<file path="src/hw/rtl/assert_macros.svh">
// assertion macros shared by the sorted key table rtl
// expects signals named clock and reset in the including module
`ifndef ASSERT_MACROS_SVH
`define ASSERT_MACROS_SVH

// property that holds on every edge outside reset
`define SKT_ASSERT(label, prop, msg) \
   label: assert property (@(posedge clock) disable iff (reset) (prop)) \
      else $error(msg);

// same-cycle implication
`define SKT_ASSERT_IMPLY(label, pre, post, msg) \
   label: assert property (@(posedge clock) disable iff (reset) (pre) |-> (post)) \
      else $error(msg);

// next-cycle implication
`define SKT_ASSERT_NEXT(label, pre, post, msg) \
   label: assert property (@(posedge clock) disable iff (reset) (pre) |=> (post)) \
      else $error(msg);

`endif

</file>
<file path="src/hw/rtl/sktsd_pkg.sv">
// types and codes for the sorted key table search and delete block
// used by sktsd_store, sktsd_ctrl and the top level; no dependencies
package sktsd_pkg;

   localparam int REQ_W  = 2;
   localparam int KEY_W  = 63;
   localparam int PAY_W  = 32;
   localparam int STAT_W = 2;
   localparam int POS_W  = 10;

   // request codes
   localparam logic [REQ_W-1:0] REQ_APPEND = 2'd0;
   localparam logic [REQ_W-1:0] REQ_LOOKUP = 2'd1;
   localparam logic [REQ_W-1:0] REQ_DELETE = 2'd2;

   // result status codes
   localparam logic [STAT_W-1:0] STAT_OK    = 2'd0;
   localparam logic [STAT_W-1:0] STAT_MISS  = 2'd1;
   localparam logic [STAT_W-1:0] STAT_FULL  = 2'd2;
   localparam logic [STAT_W-1:0] STAT_ORDER = 2'd3;

   typedef struct packed {
      logic [REQ_W-1:0] req_type;
      logic [KEY_W-1:0] key;
      logic [PAY_W-1:0] payload_in;
   } req_beat_type;

   typedef struct packed {
      logic [STAT_W-1:0] status;
      logic [POS_W-1:0]  position;
      logic [PAY_W-1:0]  payload_out;
   } rsp_beat_type;

   // memory strobes from the sequencer
   typedef struct packed {
      logic rd_en;
      logic entry_we;
      logic act_we;
      logic act_wdata;
   } store_ctl_type;

   typedef enum logic [1:0] {
      S_IDLE,
      S_SEARCH,
      S_COMPARE,
      S_APP_CHECK
   } ctrl_state_type;

endpackage

</file>
<file path="src/hw/rtl/sktsd_ctrl.sv">
// sequencer of the sorted key table: append check, binary search probes,
// logical delete and entry count; uses sktsd_pkg and assert_macros.svh
`include "assert_macros.svh"

module sktsd_ctrl
   import sktsd_pkg::*;
#(
   parameter int TABLE_DEPTH = 1024,
   localparam int AW = $clog2(TABLE_DEPTH),
   localparam int CW = $clog2(TABLE_DEPTH + 1)
) (
   input  logic             clock,
   input  logic             reset,
   input  logic             start,
   input  req_beat_type     req_beat,
   output logic             busy,
   output store_ctl_type    ctl,
   output logic [AW-1:0]    addr,
   output logic [KEY_W-1:0] wr_key,
   output logic [PAY_W-1:0] wr_pay,
   input  logic [KEY_W-1:0] rd_key,
   input  logic [PAY_W-1:0] rd_pay,
   input  logic             rd_act,
   output logic             done,
   output rsp_beat_type     result
);

   ctrl_state_type state_ff, state_in;
   req_beat_type   req_ff, req_in;
   logic [CW-1:0]  count_ff, count_in;
   logic [CW-1:0]  lo_ff, lo_in;
   logic [CW-1:0]  hi_ff, hi_in;
   logic [AW-1:0]  mid_ff, mid_in;
   logic [CW-1:0]  mid_w;

   assign mid_w = lo_ff + ((hi_ff - lo_ff) >> 1);

   always_ff @(posedge clock) begin
      if (reset) begin
         state_ff <= S_IDLE;
         count_ff <= '0;
      end else begin
         state_ff <= state_in;
         count_ff <= count_in;
      end
      req_ff <= req_in;
      lo_ff  <= lo_in;
      hi_ff  <= hi_in;
      mid_ff <= mid_in;
   end

   always_comb begin
      state_in       = state_ff;
      req_in         = req_ff;
      count_in       = count_ff;
      lo_in          = lo_ff;
      hi_in          = hi_ff;
      mid_in         = mid_ff;
      ctl            = '0;
      addr           = '0;
      done           = 1'b0;
      result         = '0;
      result.status  = STAT_MISS;
      unique case (state_ff)
         S_IDLE: begin
            if (start) begin
               req_in = req_beat;
               case (req_beat.req_type) inside
                  REQ_APPEND: begin
                     if (count_ff >= CW'(TABLE_DEPTH)) begin
                        done          = 1'b1;
                        result.status = STAT_FULL;
                     end else begin
                        state_in = S_APP_CHECK;
                        if (count_ff != '0) begin
                           ctl.rd_en = 1'b1;
                           addr      = AW'(count_ff - CW'(1));
                        end
                     end
                  end
                  REQ_LOOKUP, REQ_DELETE: begin
                     lo_in    = '0;
                     hi_in    = count_ff;
                     state_in = S_SEARCH;
                  end
                  default: begin
                     done = 1'b1;
                  end
               endcase
            end
         end
         S_SEARCH: begin
            if (lo_ff < hi_ff) begin
               ctl.rd_en = 1'b1;
               addr      = AW'(mid_w);
               mid_in    = AW'(mid_w);
               state_in  = S_COMPARE;
            end else begin
               done     = 1'b1;
               state_in = S_IDLE;
            end
         end
         S_COMPARE: begin
            addr = mid_ff;
            if (rd_key == req_ff.key) begin
               done     = 1'b1;
               state_in = S_IDLE;
               if (rd_act) begin
                  result.status   = STAT_OK;
                  result.position = POS_W'(mid_ff);
                  if (req_ff.req_type == REQ_DELETE) begin
                     ctl.act_we    = 1'b1;
                     ctl.act_wdata = 1'b0;
                  end else begin
                     result.payload_out = rd_pay;
                  end
               end
            end else if (rd_key < req_ff.key) begin
               lo_in    = CW'(mid_ff) + CW'(1);
               state_in = S_SEARCH;
            end else begin
               hi_in    = CW'(mid_ff);
               state_in = S_SEARCH;
            end
         end
         S_APP_CHECK: begin
            addr     = AW'(count_ff);
            done     = 1'b1;
            state_in = S_IDLE;
            if (count_ff != '0 && req_ff.key <= rd_key) begin
               result.status = STAT_ORDER;
            end else begin
               ctl.entry_we    = 1'b1;
               ctl.act_we      = 1'b1;
               ctl.act_wdata   = 1'b1;
               count_in        = count_ff + CW'(1);
               result.status   = STAT_OK;
               result.position = POS_W'(count_ff);
            end
         end
         default: begin
            state_in = S_IDLE;
         end
      endcase
   end

   assign busy   = (state_ff != S_IDLE);
   assign wr_key = req_ff.key;
   assign wr_pay = req_ff.payload_in;

   `SKT_ASSERT(a_count_range, count_ff <= CW'(TABLE_DEPTH), "entry count above table depth")
   `SKT_ASSERT_IMPLY(a_probe_window, state_ff == S_COMPARE, (CW'(mid_ff) >= lo_ff) && (CW'(mid_ff) < hi_ff), "probe outside search window")
   `SKT_ASSERT_NEXT(a_done_idle, done, state_ff == S_IDLE, "sequencer busy after result")
   `SKT_ASSERT_IMPLY(a_count_step, !$past(reset) && (count_ff != $past(count_ff)), count_ff == CW'($past(count_ff) + CW'(1)), "entry count moved by other than one")

endmodule

</file>
<file path="config.mk">
export PLATFORM = sky130hd
export DESIGN_NAME = sktsd_ctrl
export DESIGN_NICKNAME = d
export VERILOG_FILES = /design/src/hw/rtl/sktsd_pkg.sv /design/src/hw/rtl/sktsd_ctrl.sv
export VERILOG_INCLUDE_DIRS = /design/src /design/src/hw/rtl
export SDC_FILE = /design/constraint.sdc
export NUM_CORES = 1
export LEC_CHECK = 0
export BUFFER_PORTS_ARGS = -buffer_cell sky130_fd_sc_hd__buf_2
export CORE_MARGIN = 2
export CORE_UTILIZATION = 40
export DETAILED_ROUTE_END_ITERATION = 6
export GPL_ROUTABILITY_DRIVEN = 1
export PLACE_DENSITY = 0.68
export SLEW_MARGIN = 20
export SYNTH_ARGS = -nofsm -noshare
export SYNTH_HDL_FRONTEND = slang
export SYNTH_SLANG_ARGS = --single-unit
export TNS_END_PERCENT = 30
</file>
<file path="constraint.sdc">
create_clock -name clock -period 13.05 [get_ports clock]
set_clock_uncertainty 0.05 [all_clocks]
set_input_delay 2.61 -clock clock [delete_from_list [all_inputs] [get_ports clock]]
set_output_delay 2.61 -clock clock [all_outputs]
set_load 0.005 [all_outputs]
</file>
==> results of run 1 <==
==> power by group through the flow <==
stage	Clock, mW	Combinational, mW	Sequential (mW)
floorplan	0	0.174	0.566
global placement	0	0.240	0.571
detailed placement	0	0.245	0.572
CTS	0.522	0.247	0.563
global route	0.537	0.274	0.567
finish	0.512	0.245	0.562
==> critical path, delay by kind of cell <==
kind / cells / cell delay [ns]
buf+inv: 3 / 0.23
simple gates: 6 / 1.92
fa+ha+maj: 1 / 0.29
compound gates: 1 / 0.73
==> cell families (layout without fill, tap and decap cells) <==
kind of cell | Yosys count | count (layout) | synth area share
multiplexers | 6 | 6 | 0.00736
XOR/XNOR | 26 | 26 | 0.0268
adder cells (fa/ha/maj) | 90 | 90 | 0.127
AND/OR/NAND/NOR | 233 | 233 | 0.135
buffers and inverters | 212 | 479 | 0.129
AO/OA/AOI/OAI | 152 | 152 | 0.116
other | 0 | 2 | 0
flip-flops | 142 | 142 | 0.459
==> metrics by stage <==
step / utilization / instances / setup WS (ns) / hold slack, ns / area [um2]
2_1_floorplan: - / 861 / 4.73 / 0.462 / 9000
3_3_place_gp: 0.470 / 1376 / 4.72 / 0.513 / 10300
3_5_place_dp: 0.470 / 1376 / 4.56 / 0.522 / 10300
4_1_cts: 0.498 / 1408 / 4.56 / 0.532 / 10900
5_1_grt: 0.498 / 1410 / 4.27 / 0.588 / 10900
6_report: 0.498 / 1410 / 4.60 / 0.530 / 10900
==> layout make-up <==
| type | instances | area [um2] |
|---|---|---|
| Sequential cell | 142 | 4130 |
| Timing Repair Buffer | 352 | 1770 |
| Clock inverter | 15 | 189 |
| Multi-Input combinational cell | 507 | 3710 |
| Inverter | 95 | 359 |
| Tap cell | 280 | 350 |
| Antenna cell | 2 | 5.00 |
| Fill cell | 2019 | 11000 |
| Clock buffer | 17 | 425 |
==> routing by layer <==
metal / routed length, um / track usage / share of wire
met5: 18 / 0 / 0.00075
met1: 9220 / 0.227 / 0.38
met4: 643 / 0.0699 / 0.027
met2: 12200 / 0.370 / 0.51
met3: 1950 / 0.0637 / 0.081
==> path summary, 6_finish.rpt <==
path | startpoint | to | cells past startpoint
worst max-delay path | rd_key[37] | result[25] | 11
worst min-delay path | count_ff[1]$_SDFFE_PP0P_ | count_ff[1]$_SDFFE_PP0P_ | 2
worst max register to register | wr_key[2]$_DFFE_PP_ | hi_ff[10]$_SDFFCE_PP0P_ | 9
worst min register to register | count_ff[1]$_SDFFE_PP0P_ | count_ff[1]$_SDFFE_PP0P_ | 2
==> sequential cells by signal (all words and copies together) (netlist names) <==
register,count
count_ff,11
hi_ff,11
lo_ff,11
mid_ff,10
req_ff,2
state_ff,2
wr_key,63
wr_pay,32
==> cells in the final DEF, fill, tap and decap left out, types with 11 or more instances in the layout <==
| master | Yosys | layout |
|---|---|---|
| buf_2 | 5 | 350 |
| edfxtp_1 | 129 | 129 |
| inv_1 | 94 | 93 |
| ha_1 | 88 | 88 |
| nand2_1 | 54 | 54 |
| a21oi_1 | 51 | 51 |
| nor2_1 | 48 | 48 |
| and2_1 | 37 | 37 |
| o21ai_0 | 34 | 34 |
| nand3_1 | 23 | 23 |
| clkbuf_16 | 0 | 17 |
| nand4_1 | 13 | 13 |
| xor2_1 | 13 | 13 |
| dfxtp_1 | 13 | 13 |
| nor3_1 | 12 | 12 |
| xnor2_1 | 12 | 12 |
| a21o_1 | 11 | 11 |
==> impl_metrics.csv, run 1 <==
group,metric,value,unit
status,status,"finished clean",
synth,syn_nets,1147,
critical_path,arrival,5.79,ns
job,maxCapViolations,0,
sta,timing.setup.tns,0,ns
sta,max_freq,118,MHz
sta,finalCritPeriodShare,0.647,
synth,synth_cell_types,70,
placed_design,finalWeightedCongestion,0.849,
synth,synth_seq_cells,142,
pwr,powerDensity,121,nW/um2
drt,firstDrtPassIters,5,
global_route,grt_overflow,0,
synth,synth_edf_count,129,
global_route,gr-usage-all-layers,0.204,
critical_path,crit_fanout,32,
critical_path,cp_cell_sequence,"buf_2 -> inv_1 -> ha_1 -> nand4_1 -> nor4_1 -> nand2_1 -> nor3_1 -> and3_1 -> a21boi_2 -> and2_1 -> buf_2",
drt,drc,0,
floorplan,ios,351,
floorplan,die_y,154,um
sta,slew_headroom,0.316,
clock_tree,cts_root_buf,"clkbuf_16",
pwr,pwr-share-seq,0.426,
clock_tree,numCtsBuffers,17,
sta,worstMarginPinSlew,1.02,ns
drt,drt-total-wl,24.1,mm
clock_tree,h-tree-depth,4,
synth,syn_inst,861,
sta,setup_viol,0,
clock_tree,cts_sinks,142,
critical_path,cp-start-kind,"input pin",
clock_tree,post_cts_resized,0,
synth,synth_most_common_cell,"edfxtp_1",
synth,syn_area_per_cell,10.5,um2
critical_path,rrSetupSlack,9.22,ns
drt,vias,7057,
critical_path,critPathKind,"input pin to output pin",
clock_tree,cts_tree,"yes",
pwr,internal_power,0.943,mW
floorplan,fp.coreArea,22000,um2
pwr,ir_drop,0.0865,mV
pwr,total_power,1.32,mW
drt,drtAntennaViolNets,0,
sta,hold_viol,0,
critical_path,crit_required,10.39,ns
finish,drive_gt1_frac,0.364,
floorplan,rows,54,
clock_tree,clk_path_buf_depth,2,
finish,nets,1401,
floorplan,die_area,23700,um2
synth,synth_top_area_cell,"edfxtp_1",
sta,drv_slew,0,
sta,finalCriticalPeriod,8.45,ns
critical_path,critPathMaxStageDelay,0.73,ns
critical_path,timing.critical_path.mode_cell,"buf_2",
global_route,grt_first_pass_wirelength,37.2,mm
pwr,clockPowerShare,0.388,
sta,rsz0062_at_grt,"false",
worst_hold_path,hp-class,"register to register",
placed_design,placement.io_buffers,350,
clock_tree,clk-insertion-delay-late,0.43,ns
pwr,swShare,0.285,
drt,viasPerCell,5.00,
pwr,netSwitchingPower,0.376,mW
floorplan,initial_utilization,0.410,
global_route,grt_max_degree,70,
floorplan,die_w,154,um
synth,ys_async_sr_fraction,0,
clock_tree,clk_pin_slew,0.06,ns
critical_path,slowest_stage,"a21boi_2",
critical_path,endpoint_kind,"output pin",
synth,syn_area,9000,um2
drt,wire_per_inst,17.1,um
finish,synthToLayoutAreaGrowth,21.5,%
synth,synth_warnings,0,
placed_design,dp_hpwl,19.9,mm
synth,ys.flop_type,"edfxtp_1",
clock_tree,post-cts-setup-buffers,0,
synth,synth-seq-area-share,0.459,
drt,drtIter0Drc,445,
pwr,p_comb_frac,0.186,
global_route,antenna_found_initial,4,
pwr,p_leak,5.20,nW
synth,synthTopCellsByCount,"edfxtp_1 (129), buf_4 (96), inv_1 (94), ha_1 (88), nand2_1 (54)",
clock_tree,holdBufCountCts,0,
global_route,grt_pass1_vias,6985,
synth,yosys-top-cells-area,"edfxtp_1 (43%), ha_1 (12%), buf_4 (8.0%)",
synth,yosysTopAreaCellShare,0.430,
(Power assumes the default switching activity.)
==> run 2, diff against run 1 <==
- clock period: 13.05 -> 7.9 ns (I/O delays scaled with it)
==> impl_metrics.csv, run 2 (synthesized netlist as in run 1, its figures left out) <==
group,metric,value,unit
finish,post-route-cell-area,11000,um2
sta,finalCriticalPeriod,6.39,ns
finish,layout_common_cells,"buf_2 (350), edfxtp_1 (129), inv_1 (93)",
drt,drtAntennaViolNets,0,
finish,layout.cells.non_filler,1410,
clock_tree,numCtsBuffers,17,
drt,drt-total-wl,24.2,mm
drt,wire_per_inst,17.2,um
critical_path,slowest_stage,"a21boi_2",
finish,drive_gt1_frac,0.364,
drt,wl_met1,9.25,mm
clock_tree,cts_tree,"yes",
sta,drv_slew,0,
finish,synthToLayoutAreaGrowth,21.8,%
sta,timing.setup.tns,0,ns
drt,firstDrtPassIters,5,
sta,setup_viol,0,
floorplan,rows,54,
sta,finalCritPeriodShare,0.809,
clock_tree,h-tree-depth,4,
clock_tree,holdBufCountCts,0,
floorplan,die_area,23700,um2
placed_design,placed_area,10300,um2
clock_tree,clk-insertion-delay-late,0.42,ns
clock_tree,cts_root_buf,"clkbuf_16",
drt,topRoutingLayerUsed,"met5",
drt,drtIter0Drc,451,
floorplan,fp.coreArea,22000,um2
clock_tree,post-cts-setup-buffers,0,
finish,fill_cells,2006,
pwr,p_leak,5.21,nW
drt,dr_wl_met3,1.95,mm
pwr,ir_drop,0.169,mV
critical_path,critPathMaxStageDelay,0.75,ns
critical_path,cp-start-kind,"input pin",
placed_design,placement.io_buffers,350,
drt,vias,7028,
finish,final_core_util,0.499,
global_route,grt_max_degree,70,
clock_tree,clk_path_buf_depth,2,
finish,nets,1401,
job,maxCapViolations,0,
critical_path,critPathKind,"input pin to output pin",
global_route,grt_first_pass_wirelength,36.8,mm
floorplan,initial_utilization,0.410,
placed_design,finalWeightedCongestion,0.849,
critical_path,cp_cell_sequence,"buf_2 -> inv_1 -> ha_1 -> nand4_1 -> nor4_1 -> nand2_1 -> nor3_1 -> and3_1 -> a21boi_2 -> and2_1 -> buf_2",
critical_path,crit_required,6.27,ns
pwr,powerDensity,202,nW/um2
worst_hold_path,hp-class,"register to register",
clock_tree,post_cts_resized,0,
clock_tree,cts_sinks,142,
finish,largest_reg_flops,63,
critical_path,crit_buf_inv,3,
placed_design,dp_hpwl,19.8,mm
finish,mostFrequentLayoutCell,"buf_2",
global_route,grt_overflow,0,
sta,hold_viol,0,
sta,rsz0062_at_grt,"false",
floorplan,die_y,154,um
sta,worstMarginPinSlew,0.959,ns
critical_path,endpoint_kind,"output pin",
critical_path,timing.critical_path.mode_cell,"buf_2",
floorplan,die_w,154,um
drt,viasPerCell,4.98,
sta,slew_headroom,0.358,
placed_design,numPlacedInstances,1376,
critical_path,crit_family,"simple AND/OR/NAND/NOR gates",
global_route,antenna_found_initial,4,
drt,route.met2.wl,12.2,mm
finish,multi_input_area,3710,um2
floorplan,ios,351,
status,status,"finished clean",
critical_path,crit_fanout,32,
finish,seqCellArea,4130,um2
sta,max_freq,156,MHz
drt,drc,0,
clock_tree,clk_pin_slew,0.06,ns
global_route,gr-usage-all-layers,0.203,
critical_path,arrival,4.76,ns
global_route,grt_pass1_vias,6951,
-- run 2: changes by cell type in the layout (fill, tap and decap cells not counted), sizes merged --
cell and delta:
bufinv +1, inv -3, clkinv +2
-- run 2: per-stage QoR --
step	hold WS, ns	setup slack (ns)	power [mW]
6_report	0.539	1.51	2.21
5_1_grt	0.608	1.24	2.31
4_1_cts	0.532	1.49	2.23
3_5_place_dp	0.521	1.50	1.35
3_3_place_gp	0.513	1.63	1.34
2_1_floorplan	0.462	1.64	1.22
-- run 2: path summary, 6_finish.rpt --
kind / start / endpoint / slack (ns) / cells past startpoint
setup / recovery: rd_key[38] / result[8] / 1.51 / 11
hold / removal: count_ff[1]$_SDFFE_PP0P_ / count_ff[1]$_SDFFE_PP0P_ / 0.54 / 2
setup reg to reg: wr_key[36]$_DFFE_PP_ / lo_ff[6]$_SDFFCE_PN0P_ / 4.13 / 9
hold reg to reg: count_ff[1]$_SDFFE_PP0P_ / count_ff[1]$_SDFFE_PP0P_ / 0.54 / 2
-- run 2: power breakdown --
part,switching [mW],internal (mW),leakage (nW)
sequential,0.0331,0.896,1.33
clock,0.362,0.515,0.312
combinational,0.227,0.180,3.56
-- run 2: layer usage --
layer,GRT usage,vias to the layer above
met4,0.0895,4
met1,0.224,3214
met3,0.0600,50
met2,0.362,303
met5,0,-
li1,-,3457
-- run 2: final cells by class --
cell class,count,share of cell area
diodes,2,0.000456
clock buffers,17,0.0388
clock inverters,15,0.0200
inverters,95,0.0327
multi-input cells,507,0.338
flip-flops and latches,142,0.377
well taps,280,0.0319
repair buffers,352,0.161
-- run 2: worst register-to-register path, delay by kind of cell, from the launching register on --
kind            cells  cell delay (ns)
compound gates      3             0.76
fa+ha+maj           1             0.34
flops               1             0.43
simple gates        5             1.80
